File: src/rtl/core/slc_pkg.sv
// Shared types and constants for the source line classifier.
package slc_pkg;

	localparam int COUNT_BITS_DEF          = 24;
	localparam int SHARE_FRACTION_BITS_DEF = 16;

	localparam logic [7:0] CH_NEWLINE = 8'h0A;
	localparam logic [7:0] CH_TAB     = 8'h09;
	localparam logic [7:0] CH_SPACE   = 8'h20;
	localparam logic [7:0] CH_SLASH   = 8'h2F;
	localparam logic [7:0] CH_STAR    = 8'h2A;

	typedef enum logic [1:0] {
		PH_LEAD,
		PH_SLASH,
		PH_COMMENT,
		PH_CODE
	} line_phase_t;

	typedef enum logic [1:0] {
		ST_IDLE,
		ST_DIVIDE,
		ST_PUBLISH
	} ctrl_state_t;

	typedef struct packed {
		logic busy;
		logic done;
	} div_status_t;

endpackage

File: src/rtl/core/slc_text_if.sv
// Input channel: one text byte per transaction.
interface slc_text_if;
	logic       valid;
	logic       ready;
	logic [7:0] text_byte;
	logic       final_byte;

	modport source (output valid, output text_byte, output final_byte, input ready);
	modport sink   (input valid, input text_byte, input final_byte, output ready);
endinterface

File: src/rtl/core/slc_report_if.sv
// Result channel: line counts and comment share per text.
interface slc_report_if #(
	parameter int COUNT_BITS          = slc_pkg::COUNT_BITS_DEF,
	parameter int SHARE_FRACTION_BITS = slc_pkg::SHARE_FRACTION_BITS_DEF
);
	logic                         valid;
	logic                         ready;
	logic [COUNT_BITS-1:0]        line_total;
	logic [COUNT_BITS-1:0]        code_total;
	logic [COUNT_BITS-1:0]        comment_total;
	logic [COUNT_BITS-1:0]        blank_total;
	logic [SHARE_FRACTION_BITS:0] comment_share;

	modport source (output valid, output line_total, output code_total, output comment_total,
		output blank_total, output comment_share, input ready);
	modport sink   (input valid, input line_total, input code_total, input comment_total,
		input blank_total, input comment_share, output ready);
endinterface

File: src/rtl/core/slc_lexer.sv
// Per-byte line classifier with saturating line counters.
module slc_lexer #(
	parameter int COUNT_BITS = slc_pkg::COUNT_BITS_DEF
) (
	input  logic                  clk,
	input  logic                  arst_n,
	input  logic                  take,
	input  logic [7:0]            text_byte,
	input  logic                  final_byte,
	output logic [COUNT_BITS-1:0] lines_nx,
	output logic [COUNT_BITS-1:0] code_nx,
	output logic [COUNT_BITS-1:0] comment_nx,
	output logic [COUNT_BITS-1:0] blank_nx
);
	import slc_pkg::*;

	logic [COUNT_BITS-1:0] lines_q, code_q, comment_q, blank_q;
	line_phase_t           phase_q, phase_n, phase_after;
	logic                  inside_q, inside_n;
	logic                  star_q, star_n;
	logic                  close_line;

	function automatic logic [COUNT_BITS-1:0] bump(input logic [COUNT_BITS-1:0] cnt);
		return (cnt == '1) ? cnt : cnt + 1'b1;
	endfunction

	always_comb begin
		phase_n  = phase_q;
		inside_n = inside_q;
		star_n   = star_q;
		if (inside_q) begin
			if (text_byte == CH_SLASH && star_q) begin
				inside_n = 1'b0;
				star_n   = 1'b0;
			end else begin
				star_n = (text_byte == CH_STAR);
			end
		end else if (text_byte != CH_NEWLINE) begin
			case (phase_q)
				PH_LEAD: begin
					if (text_byte == CH_SLASH)
						phase_n = PH_SLASH;
					else if (text_byte != CH_SPACE && text_byte != CH_TAB)
						phase_n = PH_CODE;
				end
				PH_SLASH: begin
					if (text_byte == CH_SLASH) begin
						phase_n = PH_COMMENT;
					end else if (text_byte == CH_STAR) begin
						phase_n  = PH_COMMENT;
						inside_n = 1'b1;
						star_n   = 1'b0;
					end else begin
						phase_n = PH_CODE;
					end
				end
				default: ;
			endcase
		end

		// newline ends a line; the last byte also ends its own line
		close_line  = (text_byte == CH_NEWLINE) || final_byte;
		lines_nx    = close_line ? bump(lines_q) : lines_q;
		blank_nx    = (close_line && phase_n == PH_LEAD) ? bump(blank_q) : blank_q;
		comment_nx  = (close_line && phase_n == PH_COMMENT) ? bump(comment_q) : comment_q;
		code_nx     = (close_line && (phase_n == PH_SLASH || phase_n == PH_CODE))
			? bump(code_q) : code_q;
		phase_after = close_line ? (inside_n ? PH_COMMENT : PH_LEAD) : phase_n;
	end

	always_ff @(posedge clk or negedge arst_n) begin
		if (!arst_n) begin
			lines_q   <= '0;
			code_q    <= '0;
			comment_q <= '0;
			blank_q   <= '0;
			phase_q   <= PH_LEAD;
			inside_q  <= 1'b0;
			star_q    <= 1'b0;
		end else if (take) begin
			if (final_byte) begin
				lines_q   <= '0;
				code_q    <= '0;
				comment_q <= '0;
				blank_q   <= '0;
				phase_q   <= PH_LEAD;
				inside_q  <= 1'b0;
				star_q    <= 1'b0;
			end else begin
				lines_q   <= lines_nx;
				code_q    <= code_nx;
				comment_q <= comment_nx;
				blank_q   <= blank_nx;
				phase_q   <= phase_after;
				inside_q  <= inside_n;
				star_q    <= star_n;
			end
		end
	end

endmodule

File: src/rtl/core/slc_divider.sv
// Restoring radix-2 divider: one quotient bit per cycle.
module slc_divider #(
	parameter int COUNT_BITS          = slc_pkg::COUNT_BITS_DEF,
	parameter int SHARE_FRACTION_BITS = slc_pkg::SHARE_FRACTION_BITS_DEF
) (
	input  logic                         clk,
	input  logic                         arst_n,
	input  logic                         start,
	input  logic [COUNT_BITS-1:0]        dividend,
	input  logic [COUNT_BITS-1:0]        divisor,
	output slc_pkg::div_status_t         status,
	output logic [SHARE_FRACTION_BITS:0] quotient
);
	import slc_pkg::*;

	localparam int NUM_BITS  = COUNT_BITS + SHARE_FRACTION_BITS;
	localparam int STEP_BITS = $clog2(NUM_BITS);

	logic [NUM_BITS-1:0]   num_q;    // dividend shifts out, quotient shifts in
	logic [COUNT_BITS-1:0] rem_q;
	logic [COUNT_BITS-1:0] divisor_q;
	logic [STEP_BITS-1:0]  step_q;
	logic                  busy_q, done_q;
	logic [COUNT_BITS:0]   rem_sh, diff;
	logic                  fits;

	assign rem_sh = {rem_q, num_q[NUM_BITS-1]};
	assign diff   = rem_sh - {1'b0, divisor_q};
	assign fits   = !diff[COUNT_BITS];

	always_ff @(posedge clk or negedge arst_n) begin
		if (!arst_n) begin
			busy_q <= 1'b0;
			done_q <= 1'b0;
			step_q <= '0;
		end else begin
			done_q <= 1'b0;
			if (start) begin
				busy_q <= 1'b1;
				step_q <= '0;
			end else if (busy_q) begin
				step_q <= step_q + 1'b1;
				if (step_q == STEP_BITS'(NUM_BITS - 1)) begin
					busy_q <= 1'b0;
					done_q <= 1'b1;
				end
			end
		end
	end

	always_ff @(posedge clk) begin
		if (start) begin
			num_q     <= {dividend, {SHARE_FRACTION_BITS{1'b0}}};
			rem_q     <= '0;
			divisor_q <= divisor;
		end else if (busy_q) begin
			num_q <= {num_q[NUM_BITS-2:0], fits};
			rem_q <= fits ? diff[COUNT_BITS-1:0] : rem_sh[COUNT_BITS-1:0];
		end
	end

	assign status.busy = busy_q;
	assign status.done = done_q;
	assign quotient    = (divisor_q == '0) ? '0 : num_q[SHARE_FRACTION_BITS:0];

endmodule

File: src/rtl/core/source_line_classifier_unit.sv
// Top level: source line classifier with counts and comment share.
//
//  channel  dir  payload                                           transaction
//  text     in   text_byte[7:0], final_byte                        one byte
//  report   out  line/code/comment/blank_total, comment_share      one per text
//
// Bytes are taken one per cycle while idle. The byte flagged final starts the
// divider, which works out the comment share in ST_DIVIDE; once it is done the
// sequencer moves the result into the output register in ST_PUBLISH and goes
// back to idle, and only then can the first byte of the next text be taken.
// Reset clears all counters and the line state. The output register holds a
// result until taken; the next text streams in meanwhile. If that result is
// still pending when the next share is ready, the sequencer holds in publish
// and the input stays not ready until the report side takes it.
module source_line_classifier_unit #(
	parameter int COUNT_BITS          = slc_pkg::COUNT_BITS_DEF,
	parameter int SHARE_FRACTION_BITS = slc_pkg::SHARE_FRACTION_BITS_DEF
) (
	input logic         clk,
	input logic         arst_n,
	slc_text_if.sink    text,
	slc_report_if.source report
);
	import slc_pkg::*;

	ctrl_state_t state_q, state_n;

	logic                         text_take;
	logic                         div_start;
	logic                         publish;
	div_status_t                  div_status;
	logic [SHARE_FRACTION_BITS:0] div_quotient;

	// counts including the line closed by the current byte
	logic [COUNT_BITS-1:0] lines_nx, code_nx, comment_nx, blank_nx;

	// snapshot of the finished text while the share is computed
	logic [COUNT_BITS-1:0] lines_snap_q, code_snap_q, comment_snap_q, blank_snap_q;

	// output register
	logic                         out_valid_q;
	logic [COUNT_BITS-1:0]        line_out_q, code_out_q, comment_out_q, blank_out_q;
	logic [SHARE_FRACTION_BITS:0] share_out_q;

	assign text.ready = (state_q == ST_IDLE);
	assign text_take  = text.valid && text.ready;
	assign div_start  = text_take && text.final_byte;

	slc_lexer #(
		.COUNT_BITS (COUNT_BITS)
	) u_lexer (
		.clk        (clk),
		.arst_n     (arst_n),
		.take       (text_take),
		.text_byte  (text.text_byte),
		.final_byte (text.final_byte),
		.lines_nx   (lines_nx),
		.code_nx    (code_nx),
		.comment_nx (comment_nx),
		.blank_nx   (blank_nx)
	);

	slc_divider #(
		.COUNT_BITS          (COUNT_BITS),
		.SHARE_FRACTION_BITS (SHARE_FRACTION_BITS)
	) u_divider (
		.clk      (clk),
		.arst_n   (arst_n),
		.start    (div_start),
		.dividend (comment_nx),
		.divisor  (lines_nx),
		.status   (div_status),
		.quotient (div_quotient)
	);

	always_ff @(posedge clk or negedge arst_n) begin
		if (!arst_n)
			state_q <= ST_IDLE;
		else
			state_q <= state_n;
	end

	// sequencer: idle/stream -> divide -> publish into output register
	always_comb begin
		state_n = state_q;
		publish = 1'b0;
		unique case (state_q)
			ST_IDLE: begin
				if (div_start)
					state_n = ST_DIVIDE;
			end
			ST_DIVIDE: begin
				if (div_status.done)
					state_n = ST_PUBLISH;
			end
			ST_PUBLISH: begin
				if (!out_valid_q || report.ready) begin
					publish = 1'b1;
					state_n = ST_IDLE;
				end
			end
			default: state_n = ST_IDLE;
		endcase
	end

	always_ff @(posedge clk) begin
		if (div_start) begin
			lines_snap_q   <= lines_nx;
			code_snap_q    <= code_nx;
			comment_snap_q <= comment_nx;
			blank_snap_q   <= blank_nx;
		end
		if (publish) begin
			line_out_q    <= lines_snap_q;
			code_out_q    <= code_snap_q;
			comment_out_q <= comment_snap_q;
			blank_out_q   <= blank_snap_q;
			share_out_q   <= div_quotient;
		end
	end

	always_ff @(posedge clk or negedge arst_n) begin
		if (!arst_n)
			out_valid_q <= 1'b0;
		else if (publish)
			out_valid_q <= 1'b1;
		else if (report.ready)
			out_valid_q <= 1'b0;
	end

	assign report.valid         = out_valid_q;
	assign report.line_total    = line_out_q;
	assign report.code_total    = code_out_q;
	assign report.comment_total = comment_out_q;
	assign report.blank_total   = blank_out_q;
	assign report.comment_share = share_out_q;

endmodule

File: src/flat_wrapper.sv
// flat-port wrapper written by rule: the top's interface ports become plain ports
module source_line_classifier_unit_flat import slc_pkg::*;
#(
	parameter int COUNT_BITS          = slc_pkg::COUNT_BITS_DEF,
	parameter int SHARE_FRACTION_BITS = slc_pkg::SHARE_FRACTION_BITS_DEF
)
  (clk, arst_n, text_valid, text_text_byte, text_final_byte, text_ready, report_valid, report_line_total, report_code_total, report_comment_total, report_blank_total, report_comment_share, report_ready);
  slc_text_if text_i ();
  slc_report_if #(.COUNT_BITS(COUNT_BITS), .SHARE_FRACTION_BITS(SHARE_FRACTION_BITS)) report_i ();
  input logic clk;
  input logic arst_n;
  input wire logic [$bits(text_i.valid)-1:0] text_valid;
  input wire logic [$bits(text_i.text_byte)-1:0] text_text_byte;
  input wire logic [$bits(text_i.final_byte)-1:0] text_final_byte;
  output wire logic [$bits(text_i.ready)-1:0] text_ready;
  output wire logic [$bits(report_i.valid)-1:0] report_valid;
  output wire logic [$bits(report_i.line_total)-1:0] report_line_total;
  output wire logic [$bits(report_i.code_total)-1:0] report_code_total;
  output wire logic [$bits(report_i.comment_total)-1:0] report_comment_total;
  output wire logic [$bits(report_i.blank_total)-1:0] report_blank_total;
  output wire logic [$bits(report_i.comment_share)-1:0] report_comment_share;
  input wire logic [$bits(report_i.ready)-1:0] report_ready;
  assign text_i.valid = text_valid;
  assign text_i.text_byte = text_text_byte;
  assign text_i.final_byte = text_final_byte;
  assign text_ready = text_i.ready;
  assign report_valid = report_i.valid;
  assign report_line_total = report_i.line_total;
  assign report_code_total = report_i.code_total;
  assign report_comment_total = report_i.comment_total;
  assign report_blank_total = report_i.blank_total;
  assign report_comment_share = report_i.comment_share;
  assign report_i.ready = report_ready;
  source_line_classifier_unit #(.COUNT_BITS(COUNT_BITS), .SHARE_FRACTION_BITS(SHARE_FRACTION_BITS)) u_core (.clk(clk), .arst_n(arst_n), .text(text_i), .report(report_i));
endmodule
File: config.mk
export PLATFORM = sky130hd
export DESIGN_NAME = source_line_classifier_unit_flat
export DESIGN_NICKNAME = d
export VERILOG_FILES = /design/src/rtl/core/slc_pkg.sv /design/src/rtl/core/slc_text_if.sv /design/src/rtl/core/slc_report_if.sv /design/src/rtl/core/slc_lexer.sv /design/src/rtl/core/slc_divider.sv /design/src/rtl/core/source_line_classifier_unit.sv /design/src/flat_wrapper.sv
export SDC_FILE = /design/constraint.sdc
export NUM_CORES = 1
export LEC_CHECK = 0
export BUFFER_PORTS_ARGS = -buffer_cell sky130_fd_sc_hd__buf_2
export CORE_UTILIZATION = 35
export DETAILED_ROUTE_END_ITERATION = 6
export GPL_ROUTABILITY_DRIVEN = 0
export PLACE_DENSITY = 0.51
export RECOVER_POWER = 100
export SKIP_LAST_GASP = 1
export SYNTH_ARGS = -nofsm -noshare
export SYNTH_HDL_FRONTEND = slang
export SYNTH_SLANG_ARGS = --single-unit
File: constraint.sdc
create_clock -name clk -period 8.5 [get_ports clk]
set_input_delay 0.85 -clock clk [delete_from_list [all_inputs] [get_ports clk]]
set_output_delay 0.85 -clock clk [all_outputs]
set_load 0.1 [all_outputs]
# --- After elaboration in Yosys (flattened, before gate mapping) ---
# Index checks and enable logic that the tools add are counted.
op_classes:
  n_reduce_logical: 23
  n_addsub: 6
  eq_ne: 21
  n_mux: 55
ops:
  columns: ["operator", "n"]
  rows:
  - ["24-bit two-way mux", 13]
  - ["24-bit by 1-bit adder with 24-bit output (second input constant)", 4]
  - ["24-bit equality test (second input constant)", 4]
  - ["40-bit two-way mux", 2]
  - ["1-bit two-way mux", 26]
  - ["25-bit by 24-bit subtractor with 25-bit output", 1]
  - ["24-bit zero test", 1]
  - ["2-bit two-way mux", 10]
  - ["8-bit by 6-bit equality test with 1-bit output (second input constant)", 2]
  - ["8-bit by 4-bit != test with 1-bit output (second input constant)", 2]
  - ["6-bit two-way mux", 2]
  - ["3-bit nonzero test", 3]
  - ["8-bit by 4-bit equality test with 1-bit output (second input constant)", 1]
  - ["8-bit by 6-bit != test with 1-bit output (second input constant)", 1]
  - ["1-bit logical AND", 7]
  - ["6-bit by 1-bit adder with 6-bit output (second input constant)", 1]
  - ["2-bit by 1-bit equality test with 1-bit output (second input constant)", 3]
  - ["2-bit equality test (second input constant)", 3]
  - ["6-bit equality test (second input constant)", 1]
  - ["2-bit zero test", 3]
  - ["2-bit one-hot mux with 3 select lines", 1]
  - ["5-bit AND reduction", 1]
  - ["2-bit != test (second input constant)", 2]
  - ["2-bit one-hot mux with 2 select lines", 1]
  - ["6 further kinds", 10]
totals:
  input_bits: 13
  regBits: 384
  word_cells: 129

# --- Longest topological paths before layout ---
depth:
  word_depth: 12
  depth_mapped: 12
  depth_no_buf: 11

# --- By module ---
# A second synthesis with hierarchy kept.
unflattened:
  hier_cells: 1673
  area_unflattened_um2: 19132.1
by_module_without_submodules:
  columns: ["mod", "cells_each", "seq_area_each_um2", "area_each_um2", "n_inst"]
  rows:
  - ["slc_lexer", 914, 2502.4, 7457.2, 1]
  - ["source_line_classifier_unit", 223, 6351.1, 6424.9, 1]
  - ["slc_divider", 536, 2442.3, 5250.0, 1]

# --- Worst setup path before layout ---
# Ideal clock, no wire load.
synth_timing:
  path_kind: "register to register"
  from: "register u_core.out_valid_q, in the netlist u_core.report.valid"
  to: "register u_core.blank_out_q[0], in the netlist u_core.report.blank_total[0], enable pin"
  setup_slack_ns: 1.926
  synth_period_minus_slack_ns: 6.574
  path_buffers: 0
  path_stages_with_launch: 3
  arrival_ns: 5.975
  cell_sequence: "dfrtp_1 nand2b_1 nor2b_1"
synth_between:
  elab_chain_len: 4
synth_rtl:
  columns: ["element", "line", "text"]
  rows:
  - ["from (decl)", "source_line_classifier_unit.sv:41", "logic out_valid_q;"]
  - ["from (signal assigned)", "source_line_classifier_unit.sv:124", "out_valid_q <= 1'b0;"]
  - ["from (signal assigned)", "source_line_classifier_unit.sv:126", "out_valid_q <= 1'b1;"]
  - ["from (signal assigned)", "source_line_classifier_unit.sv:128", "out_valid_q <= 1'b0;"]
  - ["1-bit zero test", "source_line_classifier_unit.sv:97", "if (!out_valid_q || report.ready) begin"]
  - ["1-bit logical OR", "source_line_classifier_unit.sv:97", null]
  - ["1-bit two-way mux", "source_line_classifier_unit.sv:97", null]
  - ["1-bit two-way mux", "source_line_classifier_unit.sv:87", "unique case (state_q)"]
  - ["net u_core.publish", "source_line_classifier_unit.sv:30", "logic publish;"]
  - ["to (signal assigned)", "source_line_classifier_unit.sv:117", "blank_out_q <= blank_snap_q;"]
  - ["to (decl)", "source_line_classifier_unit.sv:42", "logic [COUNT_BITS-1:0] line_out_q, code_out_q, comment_out_q, blank_out_q;"]
# The timed path passes the listed nets, and every way through them passes these cells.
# A chain may end at the register's enable or synchronous reset.

# --- Worst setup path in the final report ---
layout_timing:
  from: "input text_final_byte"
  to: "register u_core.u_lexer.code_q[21]"
layout_between:
  elab_chain_len: 4
layout_rtl:
  columns: ["element", "line", "text"]
  rows:
  - ["from (decl)", "flat_wrapper.sv:14", "input wire logic [$bits(text_i.final_byte)-1:0] text_final_byte;"]
  - ["1-bit logical OR", "slc_lexer.sv:62", "close_line = (text_byte == CH_NEWLINE) || final_byte;"]
  - ["1-bit logical AND", "slc_lexer.sv:66", "code_nx = (close_line && (phase_n == PH_SLASH || phase_n == PH_CODE))"]
  - ["24-bit two-way mux", "slc_lexer.sv:67", "? bump(code_q) : code_q;"]
  - ["24-bit two-way mux *", "slc_lexer.sv:81", "if (final_byte) begin"]
  - ["to (signal assigned)", "slc_lexer.sv:91", "code_q <= code_nx;"]
  - ["to (decl)", "slc_lexer.sv:17", "logic [COUNT_BITS-1:0] lines_q, code_q, comment_q, blank_q;"]
# Mark *: on every way between the ends. The rest lies on a longest branch, timed or not.

==> impl_results.md <==
- Final setup TNS: 0 ns
- Pwr dens: 296 nW/µm²
- Pre-antenna DRT Iters: 5
- Commonest non-fill, non-tap cells in the layout: edfxtp_1, nand2_1, clkbuf_1, o21ai_0, dfrtp_1
- Commonest non-fill, non-tap cell in the layout: edfxtp_1
- Dpl ws: roughly 4.3 ns
- Final hold vios: 0
- Number of synthesized flops with an enable pin: between 200 and 250
- Max Slew Vio Count: 397
- Final HPWL DP: between 20000 and 30000 µm
- Synthesized cell area: 17900 µm²
- Critical path data required time: 8.97 ns
- Post-synth cell types: 78
- Synthesis Warnings: 0
- Max Clock Freq: 174 MHz
- Die Ht: between 200 and 250 µm
- GRT Util Overall: 0.161
- DR vias: 12400
- Worst Slack Setup Final: 2.76 ns
- Root Buffer: clkbuf_16
- Slew at the pin closest to its max-slew limit: 4.30 ns
- TritonCTS Buffers: between 40 and 50
- IO Pins: 128
- Dpl cells: 2309
- Ys flop type: edfxtp_1
- Failing checks: capacitance limit, slew limit
- Fin crit period: 5.74 ns
- Core box area: 50400 µm²
- Worst-skew pair later-pin latency: 0.58 ns
- Status: complete, but fails checks
- DR WL/cell: 17.7 µm
- TritonCTS clock tree: yes
- Post-route cell area: 20400 µm²
- Min Hold Slack: 0.415 ns
- FF-to-FF setup slack: 2.91 ns
- Die area: roughly 52000 µm²
- Worst Clk Skew: roughly 0.015 ns
- Remaining antenna violation count: 0
- Antenna diodes: 0
- Worst ir drop on vdd: 0.139 mV
- Synth-to-layout area growth: 13.9%
- Crit end category: flop
- Drt drc: 0
- Drt total wl: 42300 µm
- Synth Register Bits: 384
- GRT overflow: 0
- Syn_area_per_cell: 11.4 µm²
- Max-cap viol count: 9
- Syn nets: 1616
- CP max FO: between 60 and 70
- Post-CTS Setup Bufs: 0
- Vias in the first global route: roughly 12000
- Row count: a little over 80
- CTS H-tree depth: 2
- Worst Path Arrival: a little over 6 ns
- Area after DPL: 19200 µm²
- Hold buffers post-CTS: 0
- RSZ-0062 raised after global routing: no
- Antenna violations before repair: 2
- Tightest Hold Check Type: reg -> reg
- Clk sink count: 384
- WS Path Type: in -> reg
- LEAKAGE: 7.96 nW
- Initial Utilization: 0.356
- # resized after CTS: 0
- Clock-pin transition on the worst setup and hold timing paths: 0.06 ns
- First-pass GRT wire length: between 60000 and 70000 µm
- Layout Nets: between 1500 and 2000
- Worst rel slew slack: -1.87
- Bufs on Longest Clock Path: 3
- Finished Layout Cells: around 2400
- Die width: 228 µm
- Period utilization: 0.675
- Sequential area share after synthesis: 0.590
- Largest net degree at the start of global routing: 98
- Input/output buffers: about 130
- Ys async rst share: 0.289
- Setup violators final: 0
- DR vias/cell: 5.18
- Layout cell share with drive strength beyond 1: 0.0582
- Crit path launch type: primary input
- Post-Syn Instances: between 1500 and 2000
- Iter 0 DRT Violations: 825
==> Yosys cell counts (24+ instances only) <==
library cell,instances,area (µm²)
o21ai_0,117,586
o31ai_1,29,218
inv_1,51,191
mux2i_1,63,631
nor3_1,26,130
xnor2_1,58,508
a31oi_1,36,225
nor2_1,100,375
nand3_1,40,200
xor2_1,47,412
nand2_1,146,548
dfxtp_1,40,801
a21oi_1,51,255
nor2b_1,24,150
and3_1,34,213
ha_1,29,363
edfxtp_1,233,7000
nand4_1,32,200
dfrtp_1,111,2780
clkbuf_1,65,244
==> power by group <==
| part | switching (W) | internal (W) | leakage [nW] |
|---|---|---|---|
| combinational | 0.000950 | 0.000656 | 3.32 |
| clock | 0.000787 | 0.00112 | 0.715 |
| sequential | 0.000216 | 0.00232 | 3.92 |
| total | 0.00195 | 0.00409 | 7.96 |
==> critical path: stages <==
cell and delay [ns]:
buf_2 0.53, clkbuf_1 2.30, clkinv_1 1.24, nand2_1 0.61, buf_4 0.39, nor3_1 0.08, a21o_1 0.16
==> layer usage <==
| layer | global-route usage | part of all wire | wire, µm | vias up |
|---|---|---|---|---|
| li1 | - | - | - | 6030 |
| met1 | 0.230 | 0.49 | 20600 | 5955 |
| met2 | 0.246 | 0.44 | 18600 | 324 |
| met3 | 0.0289 | 0.051 | 2170 | 60 |
| met4 | 0.0535 | 0.022 | 921 | 2 |
| met5 | 0 | 0.00019 | 8 | - |
==> per-stage QoR <==
stage	power [W]	utilization
2_1_floorplan	0.00379	-
3_3_place_gp	0.00416	0.382
3_5_place_dp	0.00419	0.382
4_1_cts	0.00612	0.411
5_1_grt	0.00640	0.405
6_report	0.00604	0.405
==> sequential cells by signal (all words and copies together) (netlist names), 2 cells and up <==
name                         cells
u_core.blank_snap_q             24
u_core.code_snap_q              24
u_core.comment_snap_q           24
u_core.lines_snap_q             24
u_core.report.blank_total       24
u_core.report.code_total        24
u_core.report.comment_share     17
u_core.report.comment_total     24
u_core.report.line_total        24
u_core.state_q                   2
u_core.u_divider.num_q          40
u_core.u_divider.rem_q          24
u_core.u_divider.step_q          6
u_core.u_lexer.blank_q          24
u_core.u_lexer.code_q           24
u_core.u_lexer.comment_q        24
u_core.u_lexer.lines_q          24
u_core.u_lexer.phase_q           2
==> kinds of logic after synthesis <==
group                    count (synthesis)  share of synthesized area
adder cells (fa/ha/maj)                 30                     0.0214
AO/OA/AOI/OAI                          352                      0.127
flip-flops                             384                      0.590
multiplexers                            66                     0.0371
AND/OR/NAND/NOR                        503                      0.145
buffers and inverters                  133                     0.0286
XOR/XNOR                               105                     0.0513
==> worst paths after layout <==
check | from | end | depth (start not counted)
setup / recovery | text_final_byte | u_core.u_lexer.code_q[21]$_DFFE_PN0P_ | 7
hold / removal | u_core.code_snap_q[18]$_DFFE_PP_ | u_core.report.code_total[18]$_DFFE_PP_ | 0
setup reg to reg | u_core.report.valid$_DFFE_PN0P_ | u_core.report.blank_total[19]$_DFFE_PP_ | 3
hold reg to reg | u_core.code_snap_q[18]$_DFFE_PP_ | u_core.report.code_total[18]$_DFFE_PP_ | 0
max in group asynchronous | arst_n | u_core.u_lexer.lines_q[14]$_DFFE_PN0P_ | 3
min in group asynchronous | arst_n | u_core.u_lexer.blank_q[8]$_DFFE_PN0P_ | 1
==> cell type report <==
type / instances / area [µm²]
clock buffer: 59 / 1230
clock inverter: 22 / 229
fill: 4857 / 30000
inverter: 52 / 198
multi-input combinational: 1056 / 6750
sequential: 384 / 10600
tap: 672 / 841
timing repair buffer: 145 / 583
Note: power is estimated with default switching activity, not from simulation.
